## config.mk

```make
export PLATFORM = sky130hd
export DESIGN_NAME = thermal_false_color_mapper_top
export DESIGN_NICKNAME = d
export VERILOG_FILES = /design/src/design/tfcm_pkg.sv /design/src/design/tfcm_scale.sv /design/src/design/tfcm_div.sv /design/src/design/tfcm_palette.sv /design/src/design/thermal_false_color_mapper_top.sv
export SDC_FILE = /design/constraint.sdc
export NUM_CORES = 2
export LEC_CHECK = 0
export BUFFER_PORTS_ARGS = -buffer_cell sky130_fd_sc_hd__buf_2
export CORE_ASPECT_RATIO = 0.5
export CORE_MARGIN = 2
export CORE_UTILIZATION = 58
export CTS_CLUSTER_DIAMETER = 200
export CTS_CLUSTER_SIZE = 25
export DETAILED_ROUTE_END_ITERATION = 16
export PLACE_DENSITY = 0.77
export SYNTH_ARGS = -nofsm -noshare
export SYNTH_HDL_FRONTEND = slang
export SYNTH_SLANG_ARGS = --single-unit
export TNS_END_PERCENT = 20
```

## constraint.sdc

```tcl
create_clock -name clk -period 17.76 [get_ports clk]
set_input_delay 0.888 -clock clk [delete_from_list [all_inputs] [get_ports clk]]
set_output_delay 0.888 -clock clk [all_outputs]
set_load 0.005 [all_outputs]
```

## src/design/tfcm_pkg.sv

```systemverilog
// Package for the thermal false-color mapper: palette and register codes,
// fixed widths and the reciprocal constants of the palette index scaling.
// No dependencies.
`default_nettype none

package tfcm_pkg;

  // Palette index and pixel widths
  localparam int IDX_W = 8;
  localparam int PIX_W = 16;

  // Configuration register index width and codes
  localparam int CFG_ADDR_W = 2;

  typedef enum logic [CFG_ADDR_W-1:0] {
    REG_FRAME_MAX    = 2'd0,
    REG_FRAME_MIN    = 2'd1,
    REG_PALETTE_MODE = 2'd2,
    REG_UNUSED       = 2'd3
  } cfg_reg_t;

  // Palette select codes
  typedef enum logic [1:0] {
    MODE_IRON    = 2'd0,
    MODE_GRAY    = 2'd1,
    MODE_RAINBOW = 2'd2,
    MODE_BLACK   = 2'd3
  } palette_mode_t;

  // Iron: floor(7*idx/10) = (idx * IRON_MUL) >> IRON_SH, exact for idx < 256
  // Rainbow: floor(240*idx/255) = (idx * RAIN_MUL) >> RAIN_SH, exact likewise
  localparam int MUL_W  = 20;
  localparam int PROD_W = IDX_W + MUL_W;
  localparam logic [MUL_W-1:0] IRON_MUL = 20'd367003;
  localparam int               IRON_SH  = 19;
  localparam logic [MUL_W-1:0] RAIN_MUL = 20'd986896;
  localparam int               RAIN_SH  = 20;

  // Iron palette offset added after scaling
  localparam logic [IDX_W-1:0] IRON_BASE = 8'd20;

endpackage

`default_nettype wire

```

## src/design/tfcm_scale.sv

```systemverilog
// Front stage of the mapper: forms |(sample - min + 1) * 255| and the sign of
// the quotient, plus |max - min + 2| and its zero flag from the frame registers.
// Uses no package items.
`default_nettype none

module tfcm_scale #(
  parameter int SAMPLE_BITS = 16
) (
  input  wire                           clk,
  input  wire                           rst,
  input  wire                           ce,
  input  wire                           in_valid,
  input  wire signed [SAMPLE_BITS-1:0]  sample,
  input  wire signed [SAMPLE_BITS-1:0]  frame_min,
  input  wire signed [SAMPLE_BITS-1:0]  frame_max,
  output logic                          out_valid,
  output logic [SAMPLE_BITS+7:0]        num_mag,
  output logic                          q_neg,
  output logic [SAMPLE_BITS:0]          den_mag,
  output logic                          den_zero
);

  localparam int EW = SAMPLE_BITS + 2;   // difference width
  localparam int MW = SAMPLE_BITS + 10;  // scaled numerator width
  localparam int NW = SAMPLE_BITS + 8;   // numerator magnitude width
  localparam int DW = SAMPLE_BITS + 1;   // divisor magnitude width

  logic signed [EW-1:0] diff;
  logic signed [MW-1:0] num;
  logic signed [MW-1:0] num_abs;
  logic signed [EW-1:0] den;
  logic signed [EW-1:0] den_abs;

  // Numerator: (sample - min + 1) * 255 as shift and subtract
  assign diff    = EW'(sample) - EW'(frame_min) + EW'(1);
  assign num     = (MW'(diff) <<< 8) - MW'(diff);
  assign num_abs = num[MW-1] ? -num : num;

  // Divisor from the frame registers; the user must keep them stable while items are in flight, not enforced here
  assign den     = EW'(frame_max) - EW'(frame_min) + EW'(2);
  assign den_abs = den[EW-1] ? -den : den;

  // Item register
  always_ff @(posedge clk) begin
    if (rst) begin
      out_valid <= 1'b0;
    end else if (ce) begin
      out_valid <= in_valid;
    end
  end

  always_ff @(posedge clk) begin
    if (ce) begin
      num_mag <= num_abs[NW-1:0];
      q_neg   <= num[MW-1] ^ den[EW-1];
    end
  end

  // Divisor register, refreshed every cycle
  always_ff @(posedge clk) begin
    den_mag  <= den_abs[DW-1:0];
    den_zero <= (den == '0);
  end

endmodule

`default_nettype wire

```

## src/design/tfcm_div.sv

```systemverilog
// Pipelined restoring divider: one quotient bit per stage, keeps only the
// low 8 quotient bits. Depends on tfcm_pkg for the index width.
`default_nettype none

module tfcm_div #(
  parameter int NUM_W = 24,
  parameter int DEN_W = 17
) (
  input  wire                        clk,
  input  wire                        rst,
  input  wire                        ce,
  input  wire                        in_valid,
  input  wire  [NUM_W-1:0]           num_mag,
  input  wire                        in_neg,
  input  wire  [DEN_W-1:0]           den_mag,
  output logic                       out_valid,
  output logic [tfcm_pkg::IDX_W-1:0] q_low,
  output logic                       out_neg
);

  localparam int QW = tfcm_pkg::IDX_W;

  // Stage registers, one entry per quotient bit
  logic             vld_r [NUM_W];
  logic [DEN_W-1:0] rem_r [NUM_W];
  logic [NUM_W-1:0] num_r [NUM_W];
  logic [QW-1:0]    q_r   [NUM_W];
  logic             neg_r [NUM_W];

  for (genvar k = 0; k < NUM_W; k++) begin : g_stage
    logic             vld_in;
    logic [DEN_W-1:0] rem_in;
    logic [NUM_W-1:0] num_in;
    logic [QW-1:0]    q_in;
    logic             neg_in;
    logic [DEN_W:0]   trial;
    logic [DEN_W:0]   diff;
    logic             ge;

    if (k == 0) begin : g_first
      assign vld_in = in_valid;
      assign rem_in = '0;
      assign num_in = num_mag;
      assign q_in   = '0;
      assign neg_in = in_neg;
    end else begin : g_next
      assign vld_in = vld_r[k-1];
      assign rem_in = rem_r[k-1];
      assign num_in = num_r[k-1];
      assign q_in   = q_r[k-1];
      assign neg_in = neg_r[k-1];
    end

    // Shift in the next numerator bit, subtract when it fits
    assign trial = {rem_in, num_in[NUM_W-1]};
    assign diff  = trial - {1'b0, den_mag};
    assign ge    = (trial >= {1'b0, den_mag});

    always_ff @(posedge clk) begin
      if (rst) begin
        vld_r[k] <= 1'b0;
      end else if (ce) begin
        vld_r[k] <= vld_in;
      end
    end

    always_ff @(posedge clk) begin
      if (ce) begin
        rem_r[k] <= ge ? diff[DEN_W-1:0] : trial[DEN_W-1:0];
        num_r[k] <= {num_in[NUM_W-2:0], 1'b0};
        q_r[k]   <= {q_in[QW-2:0], ge};
        neg_r[k] <= neg_in;
      end
    end
  end

  assign out_valid = vld_r[NUM_W-1];
  assign q_low     = q_r[NUM_W-1];
  assign out_neg   = neg_r[NUM_W-1];

endmodule

`default_nettype wire

```

## src/design/tfcm_palette.sv

```systemverilog
// Palette back end: signed fix-up of the quotient into the 8-bit index,
// palette position scaling, then the color ramps and RGB565 packing.
// Depends on tfcm_pkg for codes, widths and scaling constants.
`default_nettype none

module tfcm_palette (
  input  wire                            clk,
  input  wire                            rst,
  input  wire                            ce,
  input  wire                            in_valid,
  input  wire  [tfcm_pkg::IDX_W-1:0]     q_low,
  input  wire                            q_neg,
  input  wire                            den_zero,
  input  tfcm_pkg::palette_mode_t        mode,
  output logic                           out_valid,
  output logic [tfcm_pkg::PIX_W-1:0]     pixel
);

  localparam int IW = tfcm_pkg::IDX_W;

  logic [IW-1:0]               idx;
  logic [tfcm_pkg::PROD_W-1:0] prod_iron;
  logic [tfcm_pkg::PROD_W-1:0] prod_rain;

  // Stage A registers
  logic          vld_a;
  logic [IW-1:0] idx_a;
  logic [IW-1:0] n_iron;
  logic [IW-1:0] n_rain;

  // Stage B color channels
  logic [IW-1:0] r_v;
  logic [IW-1:0] g_v;
  logic [IW-1:0] b_v;
  logic [IW-1:0] off_v;
  logic [IW-1:0] rise_v;

  // Index: low byte of the signed quotient, zero divisor gives zero
  assign idx = den_zero ? '0 : (q_neg ? (IW'(0) - q_low) : q_low);

  // Position along each palette by reciprocal multiply
  assign prod_iron = tfcm_pkg::PROD_W'(idx) * tfcm_pkg::PROD_W'(tfcm_pkg::IRON_MUL);
  assign prod_rain = tfcm_pkg::PROD_W'(idx) * tfcm_pkg::PROD_W'(tfcm_pkg::RAIN_MUL);

  always_ff @(posedge clk) begin
    if (rst) begin
      vld_a <= 1'b0;
    end else if (ce) begin
      vld_a <= in_valid;
    end
  end

  always_ff @(posedge clk) begin
    if (ce) begin
      idx_a  <= idx;
      n_iron <= prod_iron[tfcm_pkg::IRON_SH +: IW] + tfcm_pkg::IRON_BASE;
      n_rain <= prod_rain[tfcm_pkg::RAIN_SH +: IW];
    end
  end

  // Color ramps
  always_comb begin
    r_v    = '0;
    g_v    = '0;
    b_v    = '0;
    off_v  = '0;
    rise_v = '0;
    case (mode)
      tfcm_pkg::MODE_IRON: begin
        if (n_iron < 8'd64) begin
          b_v = {n_iron[5:0], 2'b00};
        end else if (n_iron < 8'd96) begin
          off_v = n_iron - 8'd64;
          b_v   = 8'hFF;
          r_v   = {off_v[5:0], 2'b00};
        end else if (n_iron < 8'd128) begin
          off_v  = n_iron - 8'd95;
          rise_v = n_iron - 8'd64;
          b_v    = 8'd0 - {off_v[4:0], 3'b000};
          r_v    = {rise_v[5:0], 2'b00} - 8'd1;
        end else if (n_iron < 8'd191) begin
          off_v = n_iron - 8'd128;
          g_v   = {off_v[5:0], 2'b00};
          r_v   = 8'hFF;
        end else begin
          off_v = n_iron - 8'd191;
          b_v   = {off_v[5:0], 2'b00};
          g_v   = 8'hFF;
          r_v   = 8'hFF;
        end
      end
      tfcm_pkg::MODE_GRAY: begin
        r_v = idx_a;
        g_v = idx_a;
        b_v = idx_a;
      end
      tfcm_pkg::MODE_RAINBOW: begin
        if (n_rain < 8'd60) begin
          b_v = 8'hFF;
          g_v = {n_rain[5:0], 2'b00};
        end else if (n_rain < 8'd120) begin
          off_v = 8'd120 - n_rain;
          b_v   = {off_v[5:0], 2'b00};
          g_v   = 8'hFF;
        end else if (n_rain < 8'd180) begin
          off_v = n_rain - 8'd119;
          g_v   = 8'hFF;
          r_v   = {off_v[5:0], 2'b00};
        end else begin
          off_v = 8'd240 - n_rain;
          g_v   = {off_v[5:0], 2'b00};
          r_v   = 8'hFF;
        end
      end
      default: begin
        r_v = '0;
      end
    endcase
  end

  // Stage B: packed RGB565, bit 5 zero
  always_ff @(posedge clk) begin
    if (rst) begin
      out_valid <= 1'b0;
    end else if (ce) begin
      out_valid <= vld_a;
    end
  end

  always_ff @(posedge clk) begin
    if (ce) begin
      pixel <= {r_v[7:3], g_v[7:3], 1'b0, b_v[7:3]};
    end
  end

endmodule

`default_nettype wire

```

## src/design/thermal_false_color_mapper_top.sv

```systemverilog
// Top level of the thermal false-color mapper: configuration registers,
// scale front end, pipelined divider, palette back end and output skid.
// Depends on tfcm_pkg, tfcm_scale, tfcm_div and tfcm_palette.
//
//   channel  direction  signals                       payload
//   s_*      in         s_tvalid s_tready s_tdata     sample
//   m_*      out        m_tvalid m_tready m_tdata     pixel_rgb565
//   cfg_*    in         cfg_we cfg_addr cfg_wdata     frame_max, frame_min, palette_mode
//
// One sample accepted per cycle while the skid is empty; each sample passes the scale
// register, the divider (one stage per quotient bit), palette stages A and B and the output register.
// rst is synchronous and clears all valid bits; configuration resets to
// max 255, min 0, iron palette.
// A held result fills the skid register; the pipeline then freezes as a whole
// until the skid drains, so nothing is dropped or repeated.
`default_nettype none

module thermal_false_color_mapper_top #(
  parameter int SAMPLE_BITS = 16
) (
  input  wire                                  clk,
  input  wire                                  rst,
  // sample in bits [SAMPLE_BITS-1:0], zero padded to whole bytes
  input  wire  [((SAMPLE_BITS+7)/8)*8-1:0]     s_tdata,
  input  wire                                  s_tvalid,
  output logic                                 s_tready,
  // pixel_rgb565 in bits [15:0]
  output logic [tfcm_pkg::PIX_W-1:0]           m_tdata,
  output logic                                 m_tvalid,
  input  wire                                  m_tready,
  input  wire                                  cfg_we,
  input  wire  [tfcm_pkg::CFG_ADDR_W-1:0]      cfg_addr,
  input  wire  [SAMPLE_BITS-1:0]               cfg_wdata
);

  localparam int NW = SAMPLE_BITS + 8;
  localparam int DW = SAMPLE_BITS + 1;

  // Configuration registers
  logic signed [SAMPLE_BITS-1:0] frame_max;
  logic signed [SAMPLE_BITS-1:0] frame_min;
  tfcm_pkg::palette_mode_t       palette_mode;

  logic                          ce;
  logic                          sc_valid;
  logic [NW-1:0]                 sc_num;
  logic                          sc_neg;
  logic [DW-1:0]                 den_mag;
  logic                          den_zero;
  logic                          dv_valid;
  logic [tfcm_pkg::IDX_W-1:0]    dv_q;
  logic                          dv_neg;
  logic                          pal_valid;
  logic [tfcm_pkg::PIX_W-1:0]    pal_pixel;
  logic                          skid_valid;
  logic [tfcm_pkg::PIX_W-1:0]    skid_pixel;

  always_ff @(posedge clk) begin
    if (rst) begin
      frame_max    <= SAMPLE_BITS'(255);
      frame_min    <= '0;
      palette_mode <= tfcm_pkg::MODE_IRON;
    end else if (cfg_we) begin
      case (tfcm_pkg::cfg_reg_t'(cfg_addr))
        tfcm_pkg::REG_FRAME_MAX:    frame_max    <= cfg_wdata;
        tfcm_pkg::REG_FRAME_MIN:    frame_min    <= cfg_wdata;
        tfcm_pkg::REG_PALETTE_MODE: palette_mode <= tfcm_pkg::palette_mode_t'(cfg_wdata[1:0]);
        default: begin
        end
      endcase
    end
  end

  // Whole pipeline advances unless the skid holds a result
  assign ce       = !skid_valid;
  assign s_tready = ce;

  tfcm_scale #(
    .SAMPLE_BITS(SAMPLE_BITS)
  ) u_scale (
    .clk      (clk),
    .rst      (rst),
    .ce       (ce),
    .in_valid (s_tvalid),
    .sample   (s_tdata[SAMPLE_BITS-1:0]),
    .frame_min(frame_min),
    .frame_max(frame_max),
    .out_valid(sc_valid),
    .num_mag  (sc_num),
    .q_neg    (sc_neg),
    .den_mag  (den_mag),
    .den_zero (den_zero)
  );

  tfcm_div #(
    .NUM_W(NW),
    .DEN_W(DW)
  ) u_div (
    .clk      (clk),
    .rst      (rst),
    .ce       (ce),
    .in_valid (sc_valid),
    .num_mag  (sc_num),
    .in_neg   (sc_neg),
    .den_mag  (den_mag),
    .out_valid(dv_valid),
    .q_low    (dv_q),
    .out_neg  (dv_neg)
  );

  tfcm_palette u_palette (
    .clk      (clk),
    .rst      (rst),
    .ce       (ce),
    .in_valid (dv_valid),
    .q_low    (dv_q),
    .q_neg    (dv_neg),
    .den_zero (den_zero),
    .mode     (palette_mode),
    .out_valid(pal_valid),
    .pixel    (pal_pixel)
  );

  // Output register and skid
  always_ff @(posedge clk) begin
    if (rst) begin
      m_tvalid   <= 1'b0;
      skid_valid <= 1'b0;
    end else if (skid_valid) begin
      if (m_tready) begin
        skid_valid <= 1'b0;
      end
    end else if (!m_tvalid || m_tready) begin
      m_tvalid <= pal_valid;
    end else if (pal_valid) begin
      skid_valid <= 1'b1;
    end
  end

  always_ff @(posedge clk) begin
    if (skid_valid) begin
      if (m_tready) begin
        m_tdata <= skid_pixel;
      end
    end else if (!m_tvalid || m_tready) begin
      m_tdata <= pal_pixel;
    end else begin
      skid_pixel <= pal_pixel;
    end
  end

endmodule

`default_nettype wire

```

==> impl_results.md <==
- Total GRT Usage: 0.250
- Layout cell share with drive strength beyond 1: 0.0791
- RSZ-0062 raised after global routing: no
- Hold Path Class: flip-flop to flip-flop
- RR Endpoint: u_palette.n_iron[7]
- Most used DFF post-synth: edfxtp_1
- Share of flip-flops with an asynchronous set or reset: 0
- Worst-skew pair later-pin latency: 0.64 ns
- #FFs+latches synth: 899
- Clock transition at path regs: 0.11 ns
- Final #Nets: 5874
- Max cap viols: 0
- Least-Margin Pin Slew: 1.25 ns
- Synthesis-to-layout area growth: 5.39%
- Vias per cell: 6.07
- Post-synthesis area per instance: 11.0 µm²
- Initial core utilization: 0.583
- Final std cells w/o fill: 6493
- Final-report hold violation count: 0
- Overflow after GRT: 0
- R2R cell count: 25
- Routed WL: 127000 µm
- Placeable Area: 97300 µm²
- Initial antenna violation count: 5
- Post-Syn Nets: 5843
- WP data arrival: 7.49 ns
- H-tree lvl count: 2
- Clk buf depth: 3
- Crit end category: flip-flop
- Max Slew Vio Count: 0
- DPL Wire Length: 90000 µm
- Hold_sp: u_div.num_r[1][113]
- R2r setup slk: 10.68 ns
- Fin Clk Skew: 0.0278 ns
- Final setup viols: 0
- Die X: 446 µm
- Final period utilization: 0.399
- Post-Place Setup Slack: 10.67 ns
- Number of setup buffers added after CTS: 0
- Area share of the largest cell type after synthesis: 0.446
- Worst r2r src: u_div.q_r[2][56]
- CTS tree: done
- First-pass GRT wire length: 200000 µm
- Row count: 81
- CTS Hold Bufs: 0
- IO Port Bufs: 55
- I/O Pins: 57
- DRT antenna net count: 0
- Register area share after synthesis: 0.466
- Ant. Diodes: 0
- Max frequency: 141 MHz
- Largest net degree at the start of global routing: 193
- Fin Setup TNS: 0 ns
- Max-slew headroom: 0.168
- Data required time of the worst path: 18.17 ns
- Post-synth EDFFs: 842
- # DRC: 0
- Die area: 100000 µm²
- Clock Sink Count: 899
- Final WS setup: 10.68 ns
- CTS root buffer: clkbuf_16
- Vias in the first global route: 37702
- Hold endpoint: u_div.num_r[1][137]
- First-pass DRT Iterations: 5
- Hold depth: 0
- Cell taking the most area after synthesis: edfxtp_1
- Minimum clock period: 7.08 ns
- Vias: 39382
- Placed cell count: 6430
- Crit Path Category: flip-flop to flip-flop
- RD Place Congestion: 0.931
- Startpoint Class: flip-flop
- Die Span Y: 225 µm
- Netlist Area Pre-Place: 56700 µm²
- Total CTS buffers: 41
- Hold_ws: 0.412 ns
- Synth area leaders: edfxtp_1 45%, ha_1 13%, mux2_2 3.9%
- Gate count after technology mapping: 5156
- Status: complete, no violations
- Initial DRC count: 3136
- Netlist cell types: 93
- CP max FO: 8
- Routed WL per cell: 19.5 µm
- Post-CTS resize count: 0
- Warnings from Yosys: 0
## synthesized netlist by cell type, types with 9 or more instances
| library cell | number |
|---|---|
| buf_2 | 9 |
| inv_1 | 366 |
| o31ai_1 | 43 |
| or2_2 | 23 |
| o22ai_1 | 14 |
| nand3_1 | 68 |
| nor2_1 | 359 |
| o31a_1 | 22 |
| a21boi_0 | 75 |
| o211ai_1 | 11 |
| and2_1 | 62 |
| edfxtp_1 | 842 |
| and3_1 | 33 |
| mux2_2 | 195 |
| nor3_1 | 81 |
| a21o_1 | 87 |
| nand4_1 | 73 |
| nor2b_1 | 72 |
| clkbuf_1 | 90 |
| o41ai_1 | 13 |
| fa_1 | 69 |
| nand2_1 | 387 |
| a211oi_1 | 32 |
| xnor2_1 | 225 |
| o211a_1 | 12 |
| mux2i_1 | 40 |
| or3_1 | 43 |
| a21oi_1 | 308 |
| xor2_1 | 125 |
| ha_1 | 579 |
| nor4_1 | 50 |
| a31o_2 | 19 |
| dfxtp_1 | 57 |
| o21ai_0 | 323 |
| a31oi_1 | 33 |
| o21bai_1 | 27 |
| nand2b_1 | 54 |
| nand3b_1 | 13 |
| a2111oi_0 | 10 |
| o21a_1 | 73 |
## worst max path at each step
stage               slack [ns]  depth (start not counted)        startpoint             endpoint
global placement         10.86                         25  u_div.q_r[2][56]  u_palette.n_iron[7]
detailed placement       10.67                         25  u_div.q_r[2][56]  u_palette.n_iron[7]
finish                   10.68                         25  u_div.q_r[2][56]  u_palette.n_iron[7]
floorplan                 4.40                          3        skid_valid    u_div.neg_r[0][0]
global route             10.22                         25  u_div.q_r[2][56]  u_palette.n_iron[7]
CTS                      10.66                         25  u_div.q_r[2][56]  u_palette.n_iron[7]
## critical path: stages (launching register included)
cell	delay, ns
edfxtp_1	0.42
inv_1	0.09
ha_1	0.24
nor3b_1	0.15
or3_1	0.35
and2_1	0.17
or2_2	0.32
inv_1	0.28
ha_1	0.37
fa_1	0.48
inv_1	0.10
fa_1	0.38
inv_1	0.09
fa_1	0.42
ha_1	0.32
a21o_1	0.15
a2111oi_0	0.39
o21a_1	0.24
o21ai_1	0.13
a2111oi_2	0.39
nor2_1	0.22
xnor2_1	0.30
o21ai_0	0.17
o21bai_1	0.18
a221o_1	0.36
xnor2_1	0.12
## logic make-up after synthesis
kind of cell | synth area share
buf+inv | 0.0313
mux | 0.0462
flops | 0.466
xor+xnor | 0.0546
compound gates | 0.134
other cells | 0.0000661
simple gates | 0.116
fa+ha+maj | 0.152
## layer usage
| metal | up-vias | global-route usage | wire length (µm) |
|---|---|---|---|
| li1 | 19045 | - | - |
| met1 | 18984 | 0.362 | 59100 |
| met2 | 1160 | 0.406 | 57700 |
| met3 | 191 | 0.0299 | 7490 |
| met4 | 2 | 0.0526 | 2550 |
| met5 | - | 0 | 4 |
## per-stage QoR
| step | cell area [µm²] | utilization |
|---|---|---|
| after floorplan | 56700 | - |
| after global placement | 58600 | 0.602 |
| after detailed placement | 58600 | 0.602 |
| after CTS | 59800 | 0.614 |
| after global routing | 59800 | 0.614 |
| final | 59800 | 0.614 |
## layout by cell type, fill, tap and decap left out, types with 19 or more instances in the layout
cell,instances
o21bai_1,27
and2_1,62
xnor2_1,225
o31ai_1,43
nor4_1,50
o21a_1,73
nand3_1,68
or3_1,43
a31o_2,19
dfxtp_1,56
buf_2,55
nand2_1,387
mux2_2,195
a21boi_0,75
a21o_1,87
ha_1,579
nor2_1,359
or2_2,23
buf_4,32
a31oi_1,33
a21oi_1,304
o31a_1,22
fa_1,69
clkbuf_16,41
and3_1,33
inv_1,365
nand2b_1,54
nand4_1,73
nor3_1,81
mux2i_1,40
nor2b_1,72
a211oi_1,32
edfxtp_1,842
xor2_1,125
o21ai_0,319
## registers in the layout (all words and copies together) (netlist names), 16 cells and up
name             cells
frame_max           16
frame_min           16
u_div.rem_r        391
u_div.num_r        276
u_scale.den_mag     17
u_scale.num_mag     24
u_div.vld_r         24
u_div.neg_r         24
u_div.q_r           36
## cell type report
class / instances / area [µm²]
clock buffers: 59 / 1090
clock inverters: 4 / 83.8
fillers: 7656 / 37500
inverters: 366 / 1380
multi-input cells: 3788 / 28600
flip-flops and latches: 899 / 26400
well taps: 1286 / 1610
repair buffers: 91 / 596
Power is not shown: default switching activity piles up to over one toggle a cycle in this logic, so the estimate is an artifact.
